`config.mk`:
```
export PLATFORM = sky130hd
export DESIGN_NAME = taylor_sine_series_top
export DESIGN_NICKNAME = d
export VERILOG_FILES = /design/src/design/tss_pkg.sv /design/src/design/tss_ctrl.sv /design/src/design/tss_datapath.sv /design/src/design/taylor_sine_series_top.sv
export SDC_FILE = /design/constraint.sdc
export NUM_CORES = 2
export LEC_CHECK = 0
export BUFFER_PORTS_ARGS = -buffer_cell sky130_fd_sc_hd__buf_2
export CAP_MARGIN = 20
export CORE_MARGIN = 5
export CORE_UTILIZATION = 40
export DETAILED_ROUTE_END_ITERATION = 10
export PLACE_DENSITY = 0.52
export SLEW_MARGIN = 20
export SYNTH_ARGS = -nofsm -noshare
export SYNTH_HDL_FRONTEND = slang
export SYNTH_SLANG_ARGS = --single-unit
```
`constraint.sdc`:
```
create_clock -name clk_i -period 38.8 [get_ports clk_i]
set_clock_uncertainty 0.1 [all_clocks]
set_input_delay 1.94 -clock clk_i [delete_from_list [all_inputs] [get_ports clk_i]]
set_output_delay 1.94 -clock clk_i [all_outputs]
set_load 0.02 [all_outputs]
```
`src/design/tss_pkg.sv`:
```
package tss_pkg;

  // Port field widths
  localparam int AngleW = 32;
  localparam int SineW  = 30;
  localparam int TermsW = 5;
  localparam int EpsW   = 29;

  // Series length limit
  localparam int MaxTerms = 16;
  localparam int CountW   = 6;

  // Internal fixed-point widths (magnitudes in Q.40 unless noted)
  localparam int AxW        = 31;  // |angle| in Q.28, at most 4.0
  localparam int X2W        = 45;  // x*x in Q.40
  localparam int TermW      = 48;  // term magnitude in Q.40
  localparam int ChunkW     = TermW / 2;
  localparam int ProdW      = 2 * ChunkW;
  localparam int MaccW      = 4 * ChunkW;
  localparam int SumW       = 50;  // signed Q.40 accumulator
  localparam int FracShift  = 12;  // Q.40 to Q.28
  localparam int ProdShift  = 40;  // drop of the term product

  // Iterative divider by (2n)(2n+1)
  localparam int DivW        = 13;
  localparam int DivStepBits = 8;
  localparam int DivSteps    = TermW / DivStepBits;

  // Sequencer step counter
  localparam int StepW    = 3;
  localparam int MulSteps = 4;

  // Q4.28 constants
  localparam int LimQ28 = 1 << 30;
  localparam int OneQ28 = 1 << 28;

  // Configuration map
  localparam int PaddrW     = 3;
  localparam int RegEpsilon = 0;
  localparam int EpsReset   = 268;

  typedef struct packed {
    logic       load;
    logic       square;
    logic       add_term;
    logic       mul_en;
    logic [1:0] mul_sel;
    logic       macc_en;
    logic       div_load;
    logic       div_step;
    logic       next_term;
    logic       out_load;
  } cmd_t;

  typedef struct packed {
    logic below_thr;
    logic at_cap;
  } status_t;

endpackage

```
`src/design/tss_ctrl.sv`:
```
module tss_ctrl (
  input  logic             clk_i,
  input  logic             rst_ni,
  input  logic             in_valid_i,
  output logic             in_ready_o,
  output logic             out_valid_o,
  input  logic             out_ready_i,
  input  tss_pkg::status_t status_i,
  output tss_pkg::cmd_t    cmd_o
);

  localparam int StepW = tss_pkg::StepW;

  typedef enum logic [2:0] {
    StIdle,
    StSquare,
    StAdd,
    StMul,
    StDivLoad,
    StDiv,
    StCheck,
    StFinish
  } state_e;

  state_e                    state_q, state_d;
  logic [tss_pkg::StepW-1:0] step_q, step_d;
  logic                      out_valid_q, out_valid_d;

  always_comb begin
    state_d     = state_q;
    step_d      = step_q;
    out_valid_d = out_valid_q;
    cmd_o       = '0;
    in_ready_o  = 1'b0;

    if (out_valid_q && out_ready_i) begin
      out_valid_d = 1'b0;
    end

    case (state_q)
      StIdle: begin
        in_ready_o = 1'b1;
        if (in_valid_i) begin
          cmd_o.load = 1'b1;
          state_d    = StSquare;
        end
      end
      StSquare: begin
        cmd_o.square = 1'b1;
        state_d      = StAdd;
      end
      StAdd: begin
        cmd_o.add_term = 1'b1;
        step_d         = '0;
        state_d        = StMul;
      end
      StMul: begin
        // issue partial products, accumulate each in the cycle after it is issued
        cmd_o.mul_en  = (step_q < StepW'(tss_pkg::MulSteps));
        cmd_o.mul_sel = step_q[1:0];
        cmd_o.macc_en = (step_q != '0);
        step_d        = step_q + StepW'(1);
        if (step_q == StepW'(tss_pkg::MulSteps)) begin
          state_d = StDivLoad;
        end
      end
      StDivLoad: begin
        cmd_o.div_load = 1'b1;
        step_d         = '0;
        state_d        = StDiv;
      end
      StDiv: begin
        cmd_o.div_step = 1'b1;
        step_d         = step_q + StepW'(1);
        if (step_q == StepW'(tss_pkg::DivSteps - 1)) begin
          state_d = StCheck;
        end
      end
      StCheck: begin
        cmd_o.next_term = 1'b1;
        if (status_i.below_thr || status_i.at_cap) begin
          state_d = StFinish;
        end else begin
          state_d = StAdd;
        end
      end
      StFinish: begin
        // hold until the output register is free
        if (!out_valid_q || out_ready_i) begin
          cmd_o.out_load = 1'b1;
          out_valid_d    = 1'b1;
          state_d        = StIdle;
        end
      end
      default: begin
        state_d = StIdle;
      end
    endcase
  end

  always_ff @(posedge clk_i or negedge rst_ni) begin
    if (!rst_ni) begin
      state_q     <= StIdle;
      step_q      <= '0;
      out_valid_q <= 1'b0;
    end else begin
      state_q     <= state_d;
      step_q      <= step_d;
      out_valid_q <= out_valid_d;
    end
  end

  assign out_valid_o = out_valid_q;

endmodule

```
`src/design/tss_datapath.sv`:
```
module tss_datapath (
  input  logic                               clk_i,
  input  tss_pkg::cmd_t                      cmd_i,
  output tss_pkg::status_t                   status_o,
  input  logic signed [tss_pkg::AngleW-1:0]  angle_i,
  input  logic        [tss_pkg::EpsW-1:0]    eps_i,
  output logic signed [tss_pkg::SineW-1:0]   sine_value_o,
  output logic        [tss_pkg::TermsW-1:0]  terms_used_o,
  output logic                               hit_cap_o
);

  localparam int AngleW = tss_pkg::AngleW;
  localparam int AxW    = tss_pkg::AxW;
  localparam int X2W    = tss_pkg::X2W;
  localparam int TermW  = tss_pkg::TermW;
  localparam int ChunkW = tss_pkg::ChunkW;
  localparam int ProdW  = tss_pkg::ProdW;
  localparam int MaccW  = tss_pkg::MaccW;
  localparam int SumW   = tss_pkg::SumW;
  localparam int DivW   = tss_pkg::DivW;
  localparam int CountW = tss_pkg::CountW;
  localparam int SineW  = tss_pkg::SineW;
  localparam int EpsW   = tss_pkg::EpsW;
  localparam int FracSh = tss_pkg::FracShift;
  localparam int MagW   = SumW - FracSh;

  logic [AxW-1:0]    ax_q;
  logic              neg_q;
  logic [X2W-1:0]    x2_q;
  logic [TermW-1:0]  term_q;
  logic              tneg_q;
  logic [SumW-1:0]   sum_q;
  logic [CountW-1:0] count_q;
  logic [ProdW-1:0]  prod_q;
  logic [1:0]        prod_sh_q;
  logic [MaccW-1:0]  macc_q;
  logic [TermW-1:0]  dvd_q;
  logic [DivW-1:0]   rem_q;
  logic [DivW-1:0]   div_q;
  logic              cap_q;
  logic [SineW-1:0]  sine_q;
  logic [tss_pkg::TermsW-1:0] terms_q;
  logic              hit_cap_q;

  // Angle magnitude, saturated to 4.0
  logic [AngleW-1:0] mag_raw;
  logic [AxW-1:0]    ax_d;
  always_comb begin
    mag_raw = angle_i[AngleW-1] ? (~angle_i + AngleW'(1)) : angle_i;
    if (mag_raw > AngleW'(tss_pkg::LimQ28)) begin
      ax_d = AxW'(tss_pkg::LimQ28);
    end else begin
      ax_d = mag_raw[AxW-1:0];
    end
  end

  logic [2*AxW-1:0] sq;
  assign sq = {{AxW{1'b0}}, ax_q} * {{AxW{1'b0}}, ax_q};

  logic [SumW-1:0] term_ext;
  logic [SumW-1:0] sum_d;
  assign term_ext = {{(SumW - TermW){1'b0}}, term_q};
  assign sum_d    = tneg_q ? (sum_q - term_ext) : (sum_q + term_ext);

  // One 24x24 partial product per cycle
  logic [ChunkW-1:0] a_chunk, b_chunk;
  assign a_chunk = cmd_i.mul_sel[1] ? term_q[TermW-1:ChunkW] : term_q[ChunkW-1:0];
  assign b_chunk = cmd_i.mul_sel[0] ? {{(2*ChunkW - X2W){1'b0}}, x2_q[X2W-1:ChunkW]}
                                    : x2_q[ChunkW-1:0];

  logic [MaccW-1:0] prod_aligned;
  always_comb begin
    case (prod_sh_q)
      2'd0:    prod_aligned = {{(MaccW - ProdW){1'b0}}, prod_q};
      2'd1:    prod_aligned = {{ChunkW{1'b0}}, prod_q, {ChunkW{1'b0}}};
      2'd2:    prod_aligned = {prod_q, {(MaccW - ProdW){1'b0}}};
      default: prod_aligned = '0;
    endcase
  end

  // Divisor (2n)(2n+1) with n equal to the terms added so far
  logic [CountW:0]     c2;
  logic [2*CountW+1:0] d_full;
  assign c2     = {count_q, 1'b0};
  assign d_full = {{(CountW + 1){1'b0}}, c2} * {{(CountW + 1){1'b0}}, count_q, 1'b1};

  // Restoring division, several quotient bits a cycle
  logic [TermW-1:0] dvd_d;
  logic [DivW-1:0]  rem_d;
  logic [DivW:0]    trial;
  always_comb begin
    dvd_d = dvd_q;
    rem_d = rem_q;
    trial = '0;
    for (int i = 0; i < tss_pkg::DivStepBits; i++) begin
      trial = {rem_d, dvd_d[TermW-1]};
      dvd_d = {dvd_d[TermW-2:0], 1'b0};
      if (trial >= {1'b0, div_q}) begin
        trial    = trial - {1'b0, div_q};
        dvd_d[0] = 1'b1;
      end
      rem_d = trial[DivW-1:0];
    end
  end

  logic [TermW-1:0] thr;
  assign thr = {{(TermW - EpsW - FracSh){1'b0}}, eps_i, {FracSh{1'b0}}};

  assign status_o.below_thr = (dvd_q < thr);
  assign status_o.at_cap    = (count_q >= CountW'(tss_pkg::MaxTerms));

  // Round half away from zero to Q.28, saturate to 1.0
  logic            sneg;
  logic [SumW-1:0] rsum;
  logic [MagW-1:0] mag;
  logic [SineW-1:0] mag_sat;
  logic [SineW-1:0] sine_d;
  always_comb begin
    sneg = sum_q[SumW-1];
    rsum = sneg ? (~sum_q + SumW'(2049)) : (sum_q + SumW'(2048));
    mag  = rsum[SumW-1:FracSh];
    if (mag > MagW'(tss_pkg::OneQ28)) begin
      mag_sat = SineW'(tss_pkg::OneQ28);
    end else begin
      mag_sat = mag[SineW-1:0];
    end
    sine_d = sneg ? (SineW'(0) - mag_sat) : mag_sat;
  end

  always_ff @(posedge clk_i) begin
    if (cmd_i.load) begin
      ax_q  <= ax_d;
      neg_q <= angle_i[AngleW-1];
    end
    if (cmd_i.square) begin
      x2_q    <= sq[X2W+15:16];
      term_q  <= {{(TermW - AxW - FracSh){1'b0}}, ax_q, {FracSh{1'b0}}};
      tneg_q  <= neg_q;
      sum_q   <= '0;
      count_q <= '0;
    end
    if (cmd_i.add_term) begin
      sum_q   <= sum_d;
      count_q <= count_q + CountW'(1);
      macc_q  <= '0;
    end
    if (cmd_i.mul_en) begin
      prod_q    <= ProdW'(a_chunk) * ProdW'(b_chunk);
      prod_sh_q <= 2'(cmd_i.mul_sel[0]) + 2'(cmd_i.mul_sel[1]);
    end
    if (cmd_i.macc_en) begin
      macc_q <= macc_q + prod_aligned;
    end
    if (cmd_i.div_load) begin
      dvd_q <= macc_q[tss_pkg::ProdShift+TermW-1:tss_pkg::ProdShift];
      rem_q <= '0;
      div_q <= d_full[DivW-1:0];
    end
    if (cmd_i.div_step) begin
      dvd_q <= dvd_d;
      rem_q <= rem_d;
    end
    if (cmd_i.next_term) begin
      term_q <= dvd_q;
      tneg_q <= ~tneg_q;
      cap_q  <= ~status_o.below_thr;
    end
    if (cmd_i.out_load) begin
      sine_q    <= sine_d;
      terms_q   <= count_q[tss_pkg::TermsW-1:0];
      hit_cap_q <= cap_q;
    end
  end

  assign sine_value_o = sine_q;
  assign terms_used_o = terms_q;
  assign hit_cap_o    = hit_cap_q;

endmodule

```
`src/design/taylor_sine_series_top.sv`:
```
// Channel   Dir  Payload (tdata, low bit first)                      Transfer when
// s_axis    in   angle[31:0] signed Q4.28                            tvalid & tready
// m_axis    out  sine_value[29:0], terms_used[34:30], hit_cap[35]    tvalid & tready
// apb       in   epsilon at byte 0 (29 bits, unsigned Q.28)          psel & penable & pwrite
//
// Terms added per angle: 1 to 16.
//   Each term runs these steps: add, four 24x24 partial products on the one
//   multiplier plus a closing accumulate, divider load, six radix-256 divider
//   steps, stop check.
// One angle is worked at a time; s_axis_tready is high only in the idle state.
// A finished result waits in the output register, so the next angle is taken
// while it is still held; the sequencer stalls at the end only if it is not yet taken.
// Reset (rst_ni low, asynchronous) empties the output and sets epsilon to 268.
module taylor_sine_series_top (
  input  logic                         clk_i,
  input  logic                         rst_ni,
  // input stream
  input  logic                         s_axis_tvalid,
  output logic                         s_axis_tready,
  input  logic [31:0]                  s_axis_tdata,  // angle[31:0]
  // result stream
  output logic                         m_axis_tvalid,
  input  logic                         m_axis_tready,
  output logic [39:0]                  m_axis_tdata,  // sine_value[29:0], terms_used[34:30],
                                                      // hit_cap[35], zero[39:36]
  // configuration
  input  logic                         psel,
  input  logic                         penable,
  input  logic                         pwrite,
  input  logic [tss_pkg::PaddrW-1:0]   paddr,
  input  logic [31:0]                  pwdata,
  output logic [31:0]                  prdata,
  output logic                         pready
);

  localparam int EpsW   = tss_pkg::EpsW;
  localparam int PaddrW = tss_pkg::PaddrW;

  tss_pkg::cmd_t    cmd;
  tss_pkg::status_t status;

  logic [EpsW-1:0]                  eps_q;
  logic signed [tss_pkg::SineW-1:0] sine_value;
  logic [tss_pkg::TermsW-1:0]       terms_used;
  logic                             hit_cap;
  logic                             reg_hit;

  // Register file: epsilon only; word index taken from paddr above the byte bits
  assign pready  = 1'b1;
  assign reg_hit = (paddr[PaddrW-1:2] == (PaddrW - 2)'(tss_pkg::RegEpsilon));

  always_ff @(posedge clk_i or negedge rst_ni) begin
    if (!rst_ni) begin
      eps_q <= EpsW'(tss_pkg::EpsReset);
    end else if (psel && penable && pwrite && pready && reg_hit) begin
      eps_q <= pwdata[EpsW-1:0];
    end
  end

  assign prdata = reg_hit ? {{(32 - EpsW){1'b0}}, eps_q} : 32'd0;

  tss_ctrl u_ctrl (
    .clk_i       (clk_i),
    .rst_ni      (rst_ni),
    .in_valid_i  (s_axis_tvalid),
    .in_ready_o  (s_axis_tready),
    .out_valid_o (m_axis_tvalid),
    .out_ready_i (m_axis_tready),
    .status_i    (status),
    .cmd_o       (cmd)
  );

  tss_datapath u_dp (
    .clk_i        (clk_i),
    .cmd_i        (cmd),
    .status_o     (status),
    .angle_i      (s_axis_tdata),
    .eps_i        (eps_q),
    .sine_value_o (sine_value),
    .terms_used_o (terms_used),
    .hit_cap_o    (hit_cap)
  );

  // Pack result fields from the low bit up, pad to whole bytes
  assign m_axis_tdata = {4'd0, hit_cap, terms_used, sine_value};

endmodule

```
# --- After elaboration in Yosys (flattened, before gate mapping) ---
# Index checks and enable logic that the tools add are counted.
classes:
  n_bitwise: 5
  n_mux: 60
  mul: 3
  reduce_logical: 18
  eq_ne: 15
  add_sub_neg: 18
  magnitude_cmp: 13
ops:
  columns: ["op", "n"]
  rows:
  - ["$pmux 96 s3", 1]
  - ["$mux 50", 4]
  - ["$mux 48", 4]
  - ["$mux 96", 2]
  - ["$mux 13", 10]
  - ["$ge 14x13->1", 8]
  - ["$sub 13x13->13", 8]
  - ["$add 50x12->50 const B", 2]
  - ["$add 96x96->96", 1]
  - ["$mul 31x31->61", 1]
  - ["$mux 30", 2]
  - ["$add 50x48->50", 1]
  - ["$not 50->50", 1]
  - ["$sub 50x48->50", 1]
  - ["$lt 48x41->1", 1]
  - ["$mul 24x24->48", 1]
  - ["$mux 24", 2]
  - ["$gt 38x29->1 const B", 1]
  - ["$add 32x2->32 const B", 1]
  - ["$gt 32x31->1 const B", 1]
  - ["$mux 32", 1]
  - ["$not 32->32", 1]
  - ["$sub 1x30->30 const A", 1]
  - ["$mux 29", 1]
  - ["other kinds (29)", 75]
word_totals:
  regBits: 474
  inputBits: 74

# --- Logic depth before layout (Yosys ltp) ---
depth:
  depth_word: 17
  mapped_depth: 100
  depth_no_buf: 91

# --- Modules after synthesis ---
# Synthesis repeated with hierarchy kept, for this count alone.
unflattened:
  hier_cells: 8742
  hier_area_um2: 80950.1
modules_own_cells:
  columns: ["mod", "area_each_um2", "cells_per_inst", "seq_area_each_um2", "instances"]
  rows:
  - ["tss_datapath", 79022.0, 8577, 12912.4, 1]
  - ["taylor_sine_series_top", 1413.9, 105, 729.4, 1]
  - ["tss_ctrl", 514.2, 60, 175.2, 1]

# --- Least setup slack after synthesis ---
# OpenSTA, ideal clock, no wires.
synth_timing:
  path_kind: "reg2reg"
  from: "register u_dp.div_q[2]"
  to: "register u_dp.dvd_q[0] (data pin)"
  t_arrival_ps: 20379
  path_buffers: 9
  period_less_slack_ps: 20739
  setup_time_ps: 260
  setup_slack_ps: 18061
  path_stages_with_launch: 94
  path_cell_list: "edfxtp_1 > inv_1 > ha_1 > nor2b_1 > o2111ai_1 > a31oi_1 > a2111o_1 > and2_1 > clkbuf_1 > clkbuf_1 > mux2i_1 > inv_1 > ha_1 > a21o_1 > a211o_1 > and3_1 > a211o_1 > or2_2 > [58 not listed] > o211ai_1 > nor2b_1 > buf_2 > mux2i_1 > ha_1 > a21o_1 > a21o_1 > nor2b_1 > nor3_1 > o21bai_1 > a21oi_1 > nor2b_1 > o21ai_0 > nand2_1 > a21oi_1 > o221ai_2 > buf_4 > mux2_2"
synth_between:
  elab_chain_len: 17
  word_cells_on_any_way: 24
  cone_classes: "7 x add/sub; 8 x order compare; 9 x mux"
synth_rtl:
  columns: ["element", "line", "rtl"]
  rows:
  - ["from (decl)", "tss_datapath.sv:39", "logic [DivW-1:0] div_q;"]
  - ["from (signal assigned)", "tss_datapath.sv:157", "div_q <= d_full[DivW-1:0];"]
  - ["$sub 13x13->13 / $ge 14x13->1 (equally long branches)", "tss_datapath.sv:99, tss_datapath.sv:98", null]
  - ["$mux 13", "tss_datapath.sv:98", "if (trial >= {1'b0, div_q}) begin"]
  - ["$sub 13x13->13 / $ge 14x13->1 (equally long branches)", "tss_datapath.sv:99, tss_datapath.sv:98", null]
  - ["$mux 13", "tss_datapath.sv:98", null]
  - ["$sub 13x13->13 / $ge 14x13->1 (equally long branches)", "tss_datapath.sv:99, tss_datapath.sv:98", null]
  - ["$mux 13", "tss_datapath.sv:98", null]
  - ["$sub 13x13->13 / $ge 14x13->1 (equally long branches)", "tss_datapath.sv:99, tss_datapath.sv:98", null]
  - ["$mux 13", "tss_datapath.sv:98", null]
  - ["$sub 13x13->13 / $ge 14x13->1 (equally long branches)", "tss_datapath.sv:99, tss_datapath.sv:98", null]
  - ["$mux 13", "tss_datapath.sv:98", null]
  - ["$sub 13x13->13 / $ge 14x13->1 (equally long branches)", "tss_datapath.sv:99, tss_datapath.sv:98", null]
  - ["$mux 13", "tss_datapath.sv:98", null]
  - ["$sub 13x13->13 / $ge 14x13->1 (equally long branches)", "tss_datapath.sv:99, tss_datapath.sv:98", null]
  - ["$mux 13", "tss_datapath.sv:98", null]
  - ["$ge 14x13->1 (*)", "tss_datapath.sv:98", null]
  - ["$mux 1 (*)", "tss_datapath.sv:98", null]
  - ["$mux 48 (*)", "tss_datapath.sv:159", "if (cmd_i.div_step) begin"]
  - ["to (signal assigned)", "tss_datapath.sv:155", "dvd_q <= macc_q[tss_pkg::ProdShift+TermW-1:tss_pkg::ProdShift];"]
  - ["to (signal assigned)", "tss_datapath.sv:160", "dvd_q <= dvd_d;"]
  - ["to (decl)", "tss_datapath.sv:37", "logic [TermW-1:0] dvd_q;"]
# Every way passes the cells marked *; elsewhere a longest branch is shown, timed or not.
# A chain may end at the register's enable or synchronous reset.

# --- Final worst setup path ---
# Same ends and word-level chain as after synthesis.

==> metrics.md <==
| Metric | Value |
|---|---|
| H-Tree Depth | 2 |
| Dpl hpwl | 200000 um |
| Min-Delay Path Class | reg -> reg |
| Commonest non-fill, non-tap cells in the layout | inv_1 (1616), fa_1 (1253), nand2_1 (858) |
| Crit-path leading delay family | compound AO/OA/AOI/OAI gates |
| Core Util, Final | ~43% |
| Post-route ant nets | 0 |
| Final setup margin | 13.20 ns |
| Async SR Flop Fraction | 7.73% |
| Slew @ Worst Pin | 1.29 ns |
| CTS sink cnt | 466 |
| Most Frequent Cell on Critical Path | o21ai_0 |
| Largest net degree at the start of global routing | 85 |
| Post-DR wirelength/cell | 22.0 um |
| Initial Util | approximately 40% |
| Synth top area share | 31.1% |
| Worst setup SP type | flip-flop |
| CP required | roughly 39 ns |
| Library cells used by synthesis | 98 |
| Top post-synthesis cells by area | fa_1 (31%), edfxtp_1 (16%), ha_1 (11%) |
| Antenna violations before repair | 17 |
| DIE WIDTH | 459 um |
| Number of max-cap violations | 0 |
| Synth-to-Final Area Change | 7.16% |
| Fmax | 39.1 MHz |
| Post-synthesis cell count | roughly 8700 |
| CTS resizes | 0 |
| Post-synthesis sequential area ratio | 17.2% |
| Number of hold buffers added after cts | 0 |
| Final setup fails | 0 |
| DR pass1 iterations | 5 |
| CTS max path bufs | 3 |
| Root Buffer | clkbuf_16 |
| Vias in the first global route | roughly 63000 |
| Mux contribution to synthesized area | 3.34% |
| Worst path max stage delay | slightly above 0.7 ns |
| Slew Limit Fails | 0 |
| Final Net Count | 10700 |
| Multi-input logic area | roughly 60000 sq um |
| Adder-Cell Fraction of Synth Area | 42.4% |
| # IOs | 149 |
| Initial drt markers | 3815 |
| DR vias | 60400 |
| PortBufs | roughly 140 |
| Sum Neg Setup Slack | 0 ns |
| Placement Setup Slack | 13.36 ns |
| Total grt overflow | 0 |
| Post-CTS Setup Inserts | 0 |
| Filler instances | 19700 |
| Register Area | 13800 sq um |
| Clock-pin slew on the worst setup and hold paths | 0.06 ns |
| Final hold violation count | 0 |
| RSZ-0062 raised after global routing | false |
| Status | finished, final reports clean |
| CP Buf/Inv Count | 7 |
| Critical Path AT | 25.94 ns |
| Avg Cell Area, Syn | roughly 9.3 sq um |
| CP max stage cell | nor2b_1 |
| Worst Path Max Fanout | 15 |
| Ys Warns | 0 |
| Most common cell after layout, fill and taps aside | inv_1 |
| Num CTS Buffers | 56 |
| Die Area | 210000 sq um |
| Simple-gate share of the synthesized area | between 10 and 15% |
| Netlist Area Pre-Place | 80500 sq um |
| Final WL | 250000 um |
| CTS tree | built |
| Setup CP Type | reg -> reg |
| First-pass GRT wire length | 383000 um |
| Fin crit period | 25.60 ns |
| Post-Synth XOR/XNOR Area | 4.56% |
| Synth Flop Type | edfxtp_1 |
| Routability congestion estimate from global placement | around 0.9 |
| Post-synth EDFFs | 430 |
| Layout cells sized above 1 | 6.76% |
| Combinational family with the most area after synthesis | adder cells |
| Rel. slew slack | between 10% and 20% |
| Skew-Pair Late Insertion Delay | about 0.7 ns |
| Core Box Area | 200000 sq um |
| Remaining DRCs | 0 |
| Post-synth top area cell | fa_1 |
| DIE HEIGHT | 459 um |
| Compound-Gate Fraction of Synth Area | 9.45% |
| CP Capture Type | flip-flop |
| GRT Total Usage | 23.8% |
| Vias per cell | 5.30 |
| Cell Rows | 164 |
| Period utilization | 66.0% |
| Seq cells post-synth | around 470 |
## cells in the mapped netlist (165+ instances only)
master	number
nor2_1	750
fa_1	1253
a21o_1	165
and2_1	262
o21ai_0	226
clkbuf_1	273
edfxtp_1	430
xnor2_1	258
inv_1	1617
nand2_1	864
a21oi_1	338
ha_1	724
## per-stage QoR
| step | cell area (sq um) | hold slack [ns] | std cells |
|---|---|---|---|
| 2_1_floorplan | 80600 | 0.300 | 8681 |
| 3_3_place_gp | 84300 | 0.389 | 11300 |
| 3_5_place_dp | 84300 | 0.393 | 11300 |
| 4_1_cts | 86300 | 0.407 | 11400 |
| 5_1_grt | 86300 | 0.422 | 11400 |
| 6_report | 86300 | 0.405 | 11400 |
## layer usage
metal	GRT usage [%]	vias to the layer above	share of wire (%)
met5	0	-	0
met4	7.92	0	3.9
met3	2.98	326	5.5
met2	40.4	1575	48
met1	31.5	30500	43
li1	-	27900	-
## registers in the layout (all words and copies together), names as in the netlist
register,flops
u_dp.macc_q,88
u_dp.sum_q,50
u_dp.dvd_q,48
u_dp.prod_q,48
u_dp.term_q,48
u_dp.x2_q,45
u_dp.ax_q,31
u_dp.sine_value_o,30
eps_q,29
u_dp.rem_q,13
u_dp.div_q,12
u_dp.count_q,6
u_dp.terms_used_o,5
u_ctrl.state_q,3
u_ctrl.step_q,3
u_dp.prod_sh_q,2
u_ctrl.out_valid_o,1
u_dp.cap_q,1
u_dp.hit_cap_o,1
u_dp.neg_q,1
u_dp.tneg_q,1
## path summary, 6_finish.rpt
| check | startpoint | slack [ns] | depth (start not counted) | endpoint |
|---|---|---|---|---|
| worst max-delay path | u_dp.div_q[2]$_DFFE_PP_ | 13.20 | 87 | u_dp.dvd_q[0]$_DFFE_PP_ |
| worst min-delay path | eps_q[9]$_DFFE_PN0P_ | 0.40 | 1 | eps_q[9]$_DFFE_PN0P_ |
| worst max register to register | u_dp.div_q[2]$_DFFE_PP_ | 13.20 | 87 | u_dp.dvd_q[0]$_DFFE_PP_ |
| worst min register to register | eps_q[9]$_DFFE_PN0P_ | 0.40 | 1 | eps_q[9]$_DFFE_PN0P_ |
| max in group asynchronous | rst_ni | 36.87 | 2 | eps_q[0]$_DFFE_PN0P_ |
| min in group asynchronous | rst_ni | 1.26 | 2 | eps_q[19]$_DFFE_PN0P_ |
## cell type report
type	instances	share of cell area [%]
diodes	5	0.0145
clock buffers	61	1.65
clock inverters	40	0.599
inverters	1628	7.08
multi-input cells	6281	69.0
flip-flops and latches	466	16.0
well taps	2656	3.85
repair buffers	247	1.78
## logic make-up after synthesis
logic type | after synthesis
AO/OA/AOI/OAI | 1173
XOR/XNOR | 419
adder cells (fa/ha/maj) | 1977
buffers and inverters | 1934
flip-flops | 466
multiplexers | 249
other | 2
AND/OR/NAND/NOR | 2455
Power is left out: the tool's default activity adds up to more than one toggle a clock period on the data nets, which glitch-free logic cannot reach.
